**src/rtl/spsq_pkg.sv**
```systemverilog
// ----------------------------------------------------------------------------
// spsq_pkg
// shared types, codes and reset values of the slalom pass sequencer
// ----------------------------------------------------------------------------
`default_nettype none

package spsq_pkg;

    localparam int PIXEL_BITS_DEF = 12;
    localparam int ADDR_W         = 5;
    localparam int DATA_W         = 32;
    localparam int SERIAL_STEPS   = 16;

    localparam logic [2:0] REG_IMAGE_SIZE      = 3'd0;
    localparam logic [2:0] REG_SETS_TO_PASS    = 3'd1;
    localparam logic [2:0] REG_COMMIT_FRACTION = 3'd2;
    localparam logic [2:0] REG_COAST_TIME_MS   = 3'd3;
    localparam logic [2:0] REG_APPROACH_THRUST = 3'd4;
    localparam logic [2:0] REG_COAST_THRUST    = 3'd5;
    localparam logic [2:0] REG_SWAY_GAIN_Q     = 3'd6;
    localparam logic [2:0] REG_SIDE_OFFSET     = 3'd7;

    localparam logic [1:0] KIND_TICK  = 2'd0;
    localparam logic [1:0] KIND_CLEAR = 2'd1;
    localparam logic [1:0] KIND_BOX   = 2'd2;

    localparam logic [2:0] PH_HOLD   = 3'd0;
    localparam logic [2:0] PH_COAST  = 3'd1;
    localparam logic [2:0] PH_SEARCH = 3'd2;
    localparam logic [2:0] PH_TRACK  = 3'd3;
    localparam logic [2:0] PH_FINISH = 3'd4;

    localparam logic [7:0]  RST_SETS_TO_PASS    = 8'd3;
    localparam logic [15:0] RST_COMMIT_FRACTION = 16'd13107;
    localparam logic [15:0] RST_COAST_TIME_MS   = 16'd6000;
    localparam logic [15:0] RST_APPROACH_THRUST = 16'd1280;
    localparam logic [15:0] RST_COAST_THRUST    = 16'd3840;
    localparam logic [15:0] RST_SWAY_GAIN_Q     = 16'd3840;
    localparam logic [15:0] RST_SIDE_OFFSET     = 16'd13107;

    typedef struct packed {
        logic [7:0]  sets_to_pass;
        logic [15:0] commit_fraction;
        logic [15:0] coast_time_ms;
        logic [15:0] approach_thrust;
        logic [15:0] coast_thrust;
        logic [15:0] sway_gain_q;
        logic [15:0] side_offset;
    } spsq_cfg_t;

endpackage

`default_nettype wire

```
**src/rtl/spsq_alu.sv**
```systemverilog
// ----------------------------------------------------------------------------
// spsq_alu
// shared adder with carry out and small signed multiplier
// ----------------------------------------------------------------------------
`default_nettype none

module spsq_alu #(
    parameter int PIXEL_BITS = spsq_pkg::PIXEL_BITS_DEF
) (
    input  wire logic [PIXEL_BITS+36:0] a,
    input  wire logic [PIXEL_BITS+36:0] b,
    input  wire logic                   cin,
    output logic      [PIXEL_BITS+36:0] sum,
    output logic                        cout,
    input  wire logic [16:0]            mul_a,
    input  wire logic [PIXEL_BITS:0]    mul_b,
    output logic      [PIXEL_BITS+17:0] mul_p
);

    localparam int AW = PIXEL_BITS + 37;
    localparam int MW = PIXEL_BITS + 18;

    logic signed [MW-1:0] mul_a_x;
    logic signed [MW-1:0] mul_b_x;

    assign {cout, sum} = {1'b0, a} + {1'b0, b} + {{AW{1'b0}}, cin};

    assign mul_a_x = $signed({{(MW-17){mul_a[16]}}, mul_a});
    assign mul_b_x = $signed({{(MW-PIXEL_BITS-1){mul_b[PIXEL_BITS]}}, mul_b});
    assign mul_p   = mul_a_x * mul_b_x;

endmodule

`default_nettype wire

```
**src/rtl/spsq_regs.sv**
```systemverilog
// ----------------------------------------------------------------------------
// spsq_regs
// configuration register file behind the apb port
// ----------------------------------------------------------------------------
`default_nettype none

module spsq_regs #(
    parameter int PIXEL_BITS = spsq_pkg::PIXEL_BITS_DEF
) (
    input  wire logic                            clk,
    input  wire logic                            rst_n,
    input  wire logic                            psel,
    input  wire logic                            penable,
    input  wire logic                            pwrite,
    input  wire logic [spsq_pkg::ADDR_W-1:0]     paddr,
    input  wire logic [spsq_pkg::DATA_W-1:0]     pwdata,
    output logic      [spsq_pkg::DATA_W-1:0]     prdata,
    output logic                                 pready,
    output logic      [PIXEL_BITS-1:0]           img_w,
    output logic      [PIXEL_BITS-1:0]           img_h,
    output spsq_pkg::spsq_cfg_t                  cfg
);

    logic [2*PIXEL_BITS-1:0] image_size_reg;
    spsq_pkg::spsq_cfg_t     cfg_reg;
    logic [2:0]              index;
    logic                    wr_en;

    assign index  = paddr[spsq_pkg::ADDR_W-1:2];
    assign wr_en  = psel && penable && pwrite;
    assign pready = 1'b1;
    assign img_w  = image_size_reg[PIXEL_BITS-1:0];
    assign img_h  = image_size_reg[2*PIXEL_BITS-1:PIXEL_BITS];
    assign cfg    = cfg_reg;

    always_ff @(posedge clk or negedge rst_n)
    begin
        if (!rst_n)
        begin
            image_size_reg          <= '0;
            cfg_reg.sets_to_pass    <= spsq_pkg::RST_SETS_TO_PASS;
            cfg_reg.commit_fraction <= spsq_pkg::RST_COMMIT_FRACTION;
            cfg_reg.coast_time_ms   <= spsq_pkg::RST_COAST_TIME_MS;
            cfg_reg.approach_thrust <= spsq_pkg::RST_APPROACH_THRUST;
            cfg_reg.coast_thrust    <= spsq_pkg::RST_COAST_THRUST;
            cfg_reg.sway_gain_q     <= spsq_pkg::RST_SWAY_GAIN_Q;
            cfg_reg.side_offset     <= spsq_pkg::RST_SIDE_OFFSET;
        end
        else if (wr_en)
        begin
            unique case (index)
                spsq_pkg::REG_IMAGE_SIZE:      image_size_reg <= pwdata[2*PIXEL_BITS-1:0];
                spsq_pkg::REG_SETS_TO_PASS:    cfg_reg.sets_to_pass <= pwdata[7:0];
                spsq_pkg::REG_COMMIT_FRACTION: cfg_reg.commit_fraction <= pwdata[15:0];
                spsq_pkg::REG_COAST_TIME_MS:   cfg_reg.coast_time_ms <= pwdata[15:0];
                spsq_pkg::REG_APPROACH_THRUST: cfg_reg.approach_thrust <= pwdata[15:0];
                spsq_pkg::REG_COAST_THRUST:    cfg_reg.coast_thrust <= pwdata[15:0];
                spsq_pkg::REG_SWAY_GAIN_Q:     cfg_reg.sway_gain_q <= pwdata[15:0];
                spsq_pkg::REG_SIDE_OFFSET:     cfg_reg.side_offset <= pwdata[15:0];
            endcase
        end
    end

    always_comb
    begin
        unique case (index)
            spsq_pkg::REG_IMAGE_SIZE:      prdata = spsq_pkg::DATA_W'(image_size_reg);
            spsq_pkg::REG_SETS_TO_PASS:    prdata = spsq_pkg::DATA_W'(cfg_reg.sets_to_pass);
            spsq_pkg::REG_COMMIT_FRACTION: prdata = spsq_pkg::DATA_W'(cfg_reg.commit_fraction);
            spsq_pkg::REG_COAST_TIME_MS:   prdata = spsq_pkg::DATA_W'(cfg_reg.coast_time_ms);
            spsq_pkg::REG_APPROACH_THRUST: prdata = spsq_pkg::DATA_W'(cfg_reg.approach_thrust);
            spsq_pkg::REG_COAST_THRUST:    prdata = spsq_pkg::DATA_W'(cfg_reg.coast_thrust);
            spsq_pkg::REG_SWAY_GAIN_Q:     prdata = spsq_pkg::DATA_W'(cfg_reg.sway_gain_q);
            spsq_pkg::REG_SIDE_OFFSET:     prdata = spsq_pkg::DATA_W'(cfg_reg.side_offset);
        endcase
    end

endmodule

`default_nettype wire

```
**src/rtl/slalom_pass_sequencer.sv**
```systemverilog
// ----------------------------------------------------------------------------
// slalom_pass_sequencer: pipe tracking and slalom mission sequencer
// frame and box transfers finish in idle; hold and search ticks go straight to emit; coast ticks pass cel and cto
// a tracking tick runs on the shared adder, with no divide steps when the sway saturates:
// 16 multiply steps, 16 divide steps; a stalled result holds the next result back
// async reset clears mission state and loads config defaults; no clearing pass
// ----------------------------------------------------------------------------
`default_nettype none

module slalom_pass_sequencer #(
    parameter int PIXEL_BITS = spsq_pkg::PIXEL_BITS_DEF
) (
    input  wire logic                        clk,
    input  wire logic                        rst_n,
    input  wire logic                        in_valid,
    output logic                             in_stall,
    input  wire logic [1:0]                  kind,
    input  wire logic                        label_match,
    input  wire logic [PIXEL_BITS-1:0]       box_left,
    input  wire logic [PIXEL_BITS-1:0]       box_width,
    input  wire logic [PIXEL_BITS-1:0]       box_height,
    input  wire logic [31:0]                 now_ms,
    output logic                             out_valid,
    input  wire logic                        out_stall,
    output logic signed [15:0]               thrust_x,
    output logic signed [15:0]               thrust_y,
    output logic [2:0]                       phase,
    output logic                             success,
    input  wire logic                        psel,
    input  wire logic                        penable,
    input  wire logic                        pwrite,
    input  wire logic [spsq_pkg::ADDR_W-1:0] paddr,
    input  wire logic [spsq_pkg::DATA_W-1:0] pwdata,
    output logic      [spsq_pkg::DATA_W-1:0] prdata,
    output logic                             pready
);

    localparam int P  = PIXEL_BITS;
    localparam int AW = P + 37;
    localparam int MW = P + 18;
    localparam int EW = P + 3;
    localparam int CW = $clog2(spsq_pkg::SERIAL_STEPS);
    localparam logic [CW-1:0] LAST_STEP = CW'(spsq_pkg::SERIAL_STEPS - 1);

    localparam logic [3:0] ST_IDLE = 4'd0;
    localparam logic [3:0] ST_CEL  = 4'd1;
    localparam logic [3:0] ST_CTO  = 4'd2;
    localparam logic [3:0] ST_KMUL = 4'd3;
    localparam logic [3:0] ST_KCMP = 4'd4;
    localparam logic [3:0] ST_SMUL = 4'd5;
    localparam logic [3:0] ST_TSUB = 4'd6;
    localparam logic [3:0] ST_TABS = 4'd7;
    localparam logic [3:0] ST_MUL  = 4'd8;
    localparam logic [3:0] ST_BIAS = 4'd9;
    localparam logic [3:0] ST_SAT  = 4'd10;
    localparam logic [3:0] ST_DIV  = 4'd11;
    localparam logic [3:0] ST_FIN  = 4'd12;
    localparam logic [3:0] ST_EMIT = 4'd13;

    spsq_pkg::spsq_cfg_t cfg;
    logic [P-1:0]        img_w;
    logic [P-1:0]        img_h;

    logic [AW-1:0]       alu_a;
    logic [AW-1:0]       alu_b;
    logic                alu_cin;
    logic [AW-1:0]       alu_sum;
    logic                alu_cout;
    logic [16:0]         mul_a;
    logic [P:0]          mul_b;
    logic [MW-1:0]       mul_p;

    logic [3:0]          state_reg, state_next;
    logic [CW-1:0]       cnt_reg, cnt_next;
    logic [31:0]         now_reg, now_next;
    logic [AW-1:0]       acc_reg, acc_next;
    logic [MW-1:0]       prod_reg, prod_next;
    logic [AW-1:0]       mcand_reg, mcand_next;
    logic [15:0]         gbits_reg, gbits_next;
    logic                neg_reg, neg_next;
    logic                big_reg, big_next;
    logic [P-1:0]        rem_reg, rem_next;
    logic [15:0]         q_reg, q_next;
    logic signed [15:0]  res_tx_reg, res_tx_next;
    logic signed [15:0]  res_ty_reg, res_ty_next;
    logic [2:0]          res_ph_reg, res_ph_next;
    logic                res_ok_reg, res_ok_next;

    logic                seen_reg, seen_next;
    logic [P-1:0]        best_left_reg, best_left_next;
    logic [P-1:0]        best_width_reg, best_width_next;
    logic [P-1:0]        best_height_reg, best_height_next;
    logic                committed_reg, committed_next;
    logic                coasting_reg, coasting_next;
    logic [31:0]         coast_start_reg, coast_start_next;
    logic [7:0]          sets_done_reg, sets_done_next;
    logic                finished_reg, finished_next;

    logic                out_valid_reg, out_valid_next;
    logic                out_load;
    logic signed [15:0]  out_tx_reg;
    logic signed [15:0]  out_ty_reg;
    logic [2:0]          out_ph_reg;
    logic                out_ok_reg;

    logic signed [EW-1:0] err;
    logic [AW-1:0]        err_sh;
    logic [7:0]           sets_inc;
    logic [P:0]           trial;
    logic [15:0]          mag;
    logic [15:0]          ty_sat;

    spsq_regs #(
        .PIXEL_BITS (PIXEL_BITS)
    ) u_regs (
        .clk     (clk),
        .rst_n   (rst_n),
        .psel    (psel),
        .penable (penable),
        .pwrite  (pwrite),
        .paddr   (paddr),
        .pwdata  (pwdata),
        .prdata  (prdata),
        .pready  (pready),
        .img_w   (img_w),
        .img_h   (img_h),
        .cfg     (cfg)
    );

    spsq_alu #(
        .PIXEL_BITS (PIXEL_BITS)
    ) u_alu (
        .a     (alu_a),
        .b     (alu_b),
        .cin   (alu_cin),
        .sum   (alu_sum),
        .cout  (alu_cout),
        .mul_a (mul_a),
        .mul_b (mul_b),
        .mul_p (mul_p)
    );

    assign in_stall  = (state_reg != ST_IDLE);
    assign out_valid = out_valid_reg;
    assign thrust_x  = out_tx_reg;
    assign thrust_y  = out_ty_reg;
    assign phase     = out_ph_reg;
    assign success   = out_ok_reg;

    // centre error 2L + w - W, scaled by 2^15
    assign err = $signed({2'b00, best_left_reg, 1'b0}) + $signed({3'b000, best_width_reg})
               - $signed({3'b000, img_w});
    assign err_sh   = {{(AW-EW-15){err[EW-1]}}, err, 15'b0};
    assign sets_inc = (sets_done_reg != 8'hFF) ? sets_done_reg + 8'd1 : sets_done_reg;
    assign trial    = {rem_reg, q_reg[15]};

    always_comb
    begin
        mag = big_reg ? 16'hFFFF : q_reg;
        if (neg_reg)
        begin
            ty_sat = (mag > 16'd32768) ? 16'h8000 : 16'd0 - mag;
        end
        else
        begin
            ty_sat = (mag > 16'd32767) ? 16'h7FFF : mag;
        end
    end

    always_comb
    begin
        state_next       = state_reg;
        cnt_next         = cnt_reg;
        now_next         = now_reg;
        acc_next         = acc_reg;
        prod_next        = prod_reg;
        mcand_next       = mcand_reg;
        gbits_next       = gbits_reg;
        neg_next         = neg_reg;
        big_next         = big_reg;
        rem_next         = rem_reg;
        q_next           = q_reg;
        res_tx_next      = res_tx_reg;
        res_ty_next      = res_ty_reg;
        res_ph_next      = res_ph_reg;
        res_ok_next      = res_ok_reg;
        seen_next        = seen_reg;
        best_left_next   = best_left_reg;
        best_width_next  = best_width_reg;
        best_height_next = best_height_reg;
        committed_next   = committed_reg;
        coasting_next    = coasting_reg;
        coast_start_next = coast_start_reg;
        sets_done_next   = sets_done_reg;
        finished_next    = finished_reg;
        out_valid_next   = out_valid_reg && out_stall;
        out_load         = 1'b0;
        alu_a            = '0;
        alu_b            = '0;
        alu_cin          = 1'b0;
        mul_a            = '0;
        mul_b            = '0;

        unique case (state_reg)
            ST_IDLE:
            begin
                if (in_valid)
                begin
                    unique case (kind)
                        spsq_pkg::KIND_CLEAR:
                        begin
                            seen_next = 1'b0;
                        end
                        spsq_pkg::KIND_BOX:
                        begin
                            if (label_match && (!seen_reg || box_height > best_height_reg))
                            begin
                                seen_next        = 1'b1;
                                best_left_next   = box_left;
                                best_width_next  = box_width;
                                best_height_next = box_height;
                            end
                        end
                        spsq_pkg::KIND_TICK:
                        begin
                            now_next = now_ms;
                            if (!finished_reg)
                            begin
                                if (img_w == '0 || img_h == '0)
                                begin
                                    res_tx_next = '0;
                                    res_ty_next = '0;
                                    res_ph_next = spsq_pkg::PH_HOLD;
                                    res_ok_next = 1'b0;
                                    state_next  = ST_EMIT;
                                end
                                else if (coasting_reg)
                                begin
                                    state_next = ST_CEL;
                                end
                                else if (!seen_reg)
                                begin
                                    if (committed_reg)
                                    begin
                                        coasting_next    = 1'b1;
                                        coast_start_next = now_ms;
                                    end
                                    else
                                    begin
                                        res_tx_next = $signed(cfg.approach_thrust);
                                        res_ty_next = '0;
                                        res_ph_next = spsq_pkg::PH_SEARCH;
                                        res_ok_next = 1'b0;
                                        state_next  = ST_EMIT;
                                    end
                                end
                                else
                                begin
                                    state_next = ST_KMUL;
                                end
                            end
                        end
                        default:
                        begin
                        end
                    endcase
                end
            end
            ST_CEL:
            begin
                // elapsed time modulo 2^32
                alu_a      = AW'(now_reg);
                alu_b      = ~AW'(coast_start_reg);
                alu_cin    = 1'b1;
                acc_next   = alu_sum;
                state_next = ST_CTO;
            end
            ST_CTO:
            begin
                alu_a   = AW'(acc_reg[31:0]);
                alu_b   = ~AW'(cfg.coast_time_ms);
                alu_cin = 1'b1;
                if (!alu_cout)
                begin
                    res_tx_next = $signed(cfg.coast_thrust);
                    res_ty_next = '0;
                    res_ph_next = spsq_pkg::PH_COAST;
                    res_ok_next = 1'b0;
                    state_next  = ST_EMIT;
                end
                else
                begin
                    sets_done_next = sets_inc;
                    coasting_next  = 1'b0;
                    committed_next = 1'b0;
                    if (sets_inc >= cfg.sets_to_pass)
                    begin
                        finished_next = 1'b1;
                        res_tx_next   = '0;
                        res_ty_next   = '0;
                        res_ph_next   = spsq_pkg::PH_FINISH;
                        res_ok_next   = 1'b1;
                        state_next    = ST_EMIT;
                    end
                    else
                    begin
                        state_next = ST_IDLE;
                    end
                end
            end
            ST_KMUL:
            begin
                mul_a      = {1'b0, cfg.commit_fraction};
                mul_b      = {1'b0, img_h};
                prod_next  = mul_p;
                state_next = ST_KCMP;
            end
            ST_KCMP:
            begin
                alu_a   = AW'({best_height_reg, 15'b0});
                alu_b   = ~AW'(prod_reg);
                alu_cin = 1'b1;
                if (!committed_reg && alu_cout)
                begin
                    committed_next = 1'b1;
                end
                state_next = ST_SMUL;
            end
            ST_SMUL:
            begin
                mul_a      = {cfg.side_offset[15], cfg.side_offset};
                mul_b      = {1'b0, img_w};
                prod_next  = mul_p;
                state_next = ST_TSUB;
            end
            ST_TSUB:
            begin
                alu_a      = {{(AW-MW){prod_reg[MW-1]}}, prod_reg};
                alu_b      = ~err_sh;
                alu_cin    = 1'b1;
                acc_next   = alu_sum;
                neg_next   = alu_sum[AW-1];
                state_next = ST_TABS;
            end
            ST_TABS:
            begin
                alu_a      = '0;
                alu_b      = ~acc_reg;
                alu_cin    = 1'b1;
                mcand_next = neg_reg ? alu_sum : acc_reg;
                acc_next   = '0;
                gbits_next = cfg.sway_gain_q;
                cnt_next   = '0;
                state_next = ST_MUL;
            end
            ST_MUL:
            begin
                // shift-add of gain times error magnitude
                alu_a      = acc_reg;
                alu_b      = gbits_reg[0] ? mcand_reg : '0;
                acc_next   = alu_sum;
                mcand_next = {mcand_reg[AW-2:0], 1'b0};
                gbits_next = {1'b0, gbits_reg[15:1]};
                cnt_next   = cnt_reg + CW'(1);
                if (cnt_reg == LAST_STEP)
                begin
                    state_next = ST_BIAS;
                end
            end
            ST_BIAS:
            begin
                // half the divisor for round to nearest
                alu_a      = acc_reg;
                alu_b      = AW'({img_w, 14'b0});
                acc_next   = alu_sum;
                state_next = ST_SAT;
            end
            ST_SAT:
            begin
                alu_a    = AW'(acc_reg[AW-1:15]);
                alu_b    = ~AW'({img_w, 16'b0});
                alu_cin  = 1'b1;
                big_next = alu_cout;
                rem_next = acc_reg[31 +: P];
                q_next   = acc_reg[30:15];
                cnt_next = '0;
                state_next = alu_cout ? ST_FIN : ST_DIV;
            end
            ST_DIV:
            begin
                alu_a    = AW'(trial);
                alu_b    = ~AW'(img_w);
                alu_cin  = 1'b1;
                rem_next = alu_cout ? alu_sum[P-1:0] : trial[P-1:0];
                q_next   = {q_reg[14:0], alu_cout};
                cnt_next = cnt_reg + CW'(1);
                if (cnt_reg == LAST_STEP)
                begin
                    state_next = ST_FIN;
                end
            end
            ST_FIN:
            begin
                res_tx_next = $signed(cfg.approach_thrust);
                res_ty_next = $signed(ty_sat);
                res_ph_next = spsq_pkg::PH_TRACK;
                res_ok_next = 1'b0;
                state_next  = ST_EMIT;
            end
            ST_EMIT:
            begin
                if (!out_valid_reg || !out_stall)
                begin
                    out_load       = 1'b1;
                    out_valid_next = 1'b1;
                    state_next     = ST_IDLE;
                end
            end
            default:
            begin
                state_next = ST_IDLE;
            end
        endcase
    end

    always_ff @(posedge clk or negedge rst_n)
    begin
        if (!rst_n)
        begin
            state_reg       <= ST_IDLE;
            cnt_reg         <= '0;
            seen_reg        <= 1'b0;
            committed_reg   <= 1'b0;
            coasting_reg    <= 1'b0;
            coast_start_reg <= '0;
            sets_done_reg   <= '0;
            finished_reg    <= 1'b0;
            out_valid_reg   <= 1'b0;
        end
        else
        begin
            state_reg       <= state_next;
            cnt_reg         <= cnt_next;
            seen_reg        <= seen_next;
            committed_reg   <= committed_next;
            coasting_reg    <= coasting_next;
            coast_start_reg <= coast_start_next;
            sets_done_reg   <= sets_done_next;
            finished_reg    <= finished_next;
            out_valid_reg   <= out_valid_next;
        end
    end

    always_ff @(posedge clk)
    begin
        now_reg         <= now_next;
        acc_reg         <= acc_next;
        prod_reg        <= prod_next;
        mcand_reg       <= mcand_next;
        gbits_reg       <= gbits_next;
        neg_reg         <= neg_next;
        big_reg         <= big_next;
        rem_reg         <= rem_next;
        q_reg           <= q_next;
        res_tx_reg      <= res_tx_next;
        res_ty_reg      <= res_ty_next;
        res_ph_reg      <= res_ph_next;
        res_ok_reg      <= res_ok_next;
        best_left_reg   <= best_left_next;
        best_width_reg  <= best_width_next;
        best_height_reg <= best_height_next;
        if (out_load)
        begin
            out_tx_reg <= res_tx_reg;
            out_ty_reg <= res_ty_reg;
            out_ph_reg <= res_ph_reg;
            out_ok_reg <= res_ok_reg;
        end
    end

endmodule

`default_nettype wire

```
**config.mk**
```make
export PLATFORM = sky130hd
export DESIGN_NAME = slalom_pass_sequencer
export DESIGN_NICKNAME = d
export VERILOG_FILES = /design/src/rtl/spsq_pkg.sv /design/src/rtl/spsq_alu.sv /design/src/rtl/spsq_regs.sv /design/src/rtl/slalom_pass_sequencer.sv
export SDC_FILE = /design/constraint.sdc
export NUM_CORES = 2
export LEC_CHECK = 0
export ABC_AREA = 1
export BUFFER_PORTS_ARGS = -buffer_cell sky130_fd_sc_hd__buf_4
export CAP_MARGIN = 30
export CELL_PAD_IN_SITES_DETAIL_PLACEMENT = 1
export CELL_PAD_IN_SITES_GLOBAL_PLACEMENT = 1
export CORE_MARGIN = 8
export CORE_UTILIZATION = 38
export DETAILED_ROUTE_END_ITERATION = 10
export PLACE_DENSITY_LB_ADDON = 0.1
export SKIP_CTS_REPAIR_TIMING = 1
export SYNTH_ARGS = -nofsm -noshare
export SYNTH_HDL_FRONTEND = slang
export SYNTH_SLANG_ARGS = --single-unit
```
**constraint.sdc**
```tcl
create_clock -name clk -period 18.6 [get_ports clk]
set_input_delay 3.72 -clock clk [delete_from_list [all_inputs] [get_ports clk]]
set_output_delay 3.72 -clock clk [all_outputs]
set_load 0.03 [all_outputs]
```
==> impl_metrics.tcl <==
set metrics [dict create \
    critical_path_buf_inv_count 3 \
    arrival_ps 5660 \
    drv_cap 0 \
    area_growth_pct 12.3 \
    critPathSlowestCell "nand3_1" \
    cp.required_ps 14880 \
    antenna_left 0 \
    cpPeakStageDelay_ps 520 \
    fin_crit_sh 0.504 \
    insertion_delay_ps 660 \
    crit_start "paddr[3]" \
    drc_errors 0 \
    synth_edf_count 314 \
    drive_gt1_frac 0.104 \
    grt_pass1_vias 32600 \
    synth_seq_cells 495 \
    grt_pass1_wl_um 209000 \
    r2r_start "state_reg[0]" \
    cellLeakagePower_nw 19.1 \
    grt_max_degree 85 \
    cp_top_family "compound AO/OA/AOI/OAI gates" \
    die_h_um 326 \
    ys_seq_area_frac 0.384 \
    mostFrequentLayoutCell "nand2_1" \
    rsz0062_at_grt "no" \
    h-tree-depth 2 \
    powerDensity_mw_per_mm2 152 \
    finalClockSkew_ps 40.2 \
    finalCriticalPeriod_ps 9380 \
    port_buffers 166 \
    overflow 0 \
    worstHoldStart "res_tx_reg[7]" \
    core_area_sq_mm 0.0950 \
    cts_tree "built" \
    clock-sinks 495 \
    synthesis.instances 4323 \
    rows 113 \
    crit_top_cell "buf_4" \
    cts_made_buffers 57 \
    worstHoldPathCells 0 \
    ios 186 \
    start_kind "primary input" \
    clkTransAtPathRegs_ps 60 \
    vias_per_cell 5.36 \
    cts_buffer_depth 3 \
    most-common-layout-cells "1017 x nand2_1, 785 x inv_1, 333 x o21ai_0" \
    ir_drop_v 0.000113 \
    synth.avg_cell_area_sq_um 8.43 \
    setup_tns_ps 0 \
    layout_setup_ws_ps 9220 \
    dieWidth_um 326 \
    crit_chain "buf_4, inv_1, nand3_1, o22ai_1, nor2_1, o211ai_1, buf_4" \
    routed_wl_um 138000 \
    timing_hold_violations_final 0 \
    crit_cells 7 \
    hpwlAfterDp_um 107000 \
    yosys_most_used_dff "edfxtp_1" \
    die-area_sq_mm 0.106 \
    status "finished, final reports clean" \
    antenna_found_initial 8 \
    ys_warn_count 0 \
    drv_slew 0 \
    async_reset_ff_frac 0.366 \
    hold_class "reg -> reg" \
    largest_register_ffs 104 \
    crit_fanout 17 \
    reg2regPathDepth 25 \
    num_vias 30900 \
    place_ws_ps 9200 \
    syn-cell-area_sq_mm 0.0364 \
    routabilityCongestion 0.940 \
    start_util 0.383 \
    setup_violations 0 \
    fmax_mhz 107 \
    worst_pin_slew_ps 1020 \
    end_kind "output port" \
    relSlewSlack 0.319 \
    cts-root-buf "clkbuf_16" \
    grt_use_total 0.256 \
    crit_type "in -> out" \
    dr.pass1.iters 6 \
    drt_iter0_markers 2357 \
    ys_types 60 \
    nets 4913 \
    wire_per_inst_um 24.0 \
]
-- worst paths after layout --
check	to	slack, ps
worst max-delay path	prdata[12]	9220
worst min register to register	thrust_x[7]	390
worst max register to register	prod_reg[25]	11530
min in group asynchronous	u_regs.image_size_reg[19]	3130
max in group asynchronous	u_regs.cfg[3]	14210
worst min-delay path	thrust_x[7]	390
-- Yosys cell counts, types with 6 or more instances --
cell type	number	area [sq um]
a21o_1	9	67.6
a21oi_1	230	1150
o21ai_1	28	140
o21bai_1	14	105
o221ai_1	15	131
a31oi_1	6	37.5
o21a_1	7	52.6
a221oi_1	18	158
inv_1	786	2950
o2111ai_1	17	149
edfxtp_1	314	9430
mux2_4	30	450
nand4_1	28	175
xnor2_1	27	236
fa_1	202	4040
clkbuf_1	71	267
buf_2	54	270
nand3_1	137	686
nor4_1	17	106
buf_4	16	120
o22ai_4	6	120
or2_2	7	43.8
nor2_4	13	146
ha_1	155	1940
nor3_1	32	160
nor2_2	9	56.3
inv_2	20	75.1
buf_6	16	180
nand2_1	1019	3820
dfstp_2	35	920
a22oi_1	9	67.6
o21ai_0	334	1670
o211ai_1	36	270
xor2_1	41	359
o22ai_2	20	250
a211oi_1	9	67.6
buf_1	8	30.0
nor2_1	244	916
o22ai_1	101	632
dfrtp_1	146	3650
-- per-stage QoR --
stage          hold WS (ps)  cells   util  area [sq um]  total power, mW
2_1_floorplan           400   4330      -         36500             3.81
4_1_cts                 381   5755  0.431         40900             6.19
6_report                389   5757  0.431         40900             6.20
3_3_place_gp            402   5639  0.408         38800             4.92
5_1_grt                 402   5755  0.431         40900             6.59
3_5_place_dp            406   5647  0.410         39000             4.97
-- power by group --
| part | leakage (nW) | total, mW | internal [mW] | switching, mW |
|---|---|---|---|---|
| Sequential | 5.11 | 1.78 | 1.63 | 0.154 |
| Clock | 0.941 | 1.19 | 0.688 | 0.500 |
| Combinational | 13.1 | 3.23 | 0.905 | 2.33 |
| Total | 19.1 | 6.20 | 3.22 | 2.98 |
-- per-layer routing --
| metal | routed length (um) | track usage |
|---|---|---|
| met5 | 27 | 0 |
| met4 | 4420 | 0.0769 |
| met3 | 6960 | 0.0333 |
| met2 | 63700 | 0.420 |
| met1 | 63000 | 0.352 |
-- area by class of cell --
class | instances | area, sq um
multi-input combinational | 2861 | 18600
antenna | 2 | 5.00
tap | 1265 | 1580
fill | 11300 | 54100
timing repair buffer | 217 | 1730
clock inverter | 34 | 402
inverter | 809 | 3040
clock buffer | 74 | 1550
sequential | 495 | 14000
-- cells by family (layout without fill, tap and decap cells) --
kind of cell	count (synthesis)	count (layout)	share of synthesized area
AO/OA/AOI/OAI	865	865	0.141
XOR/XNOR	68	68	0.0163
adder cells (fa/ha/maj)	357	357	0.164
buffers and inverters	974	1134	0.107
flip-flops	495	495	0.384
multiplexers	32	32	0.0130
other	2	11	0.000206
AND/OR/NAND/NOR	1530	1530	0.174
(Power assumes the default switching activity.)
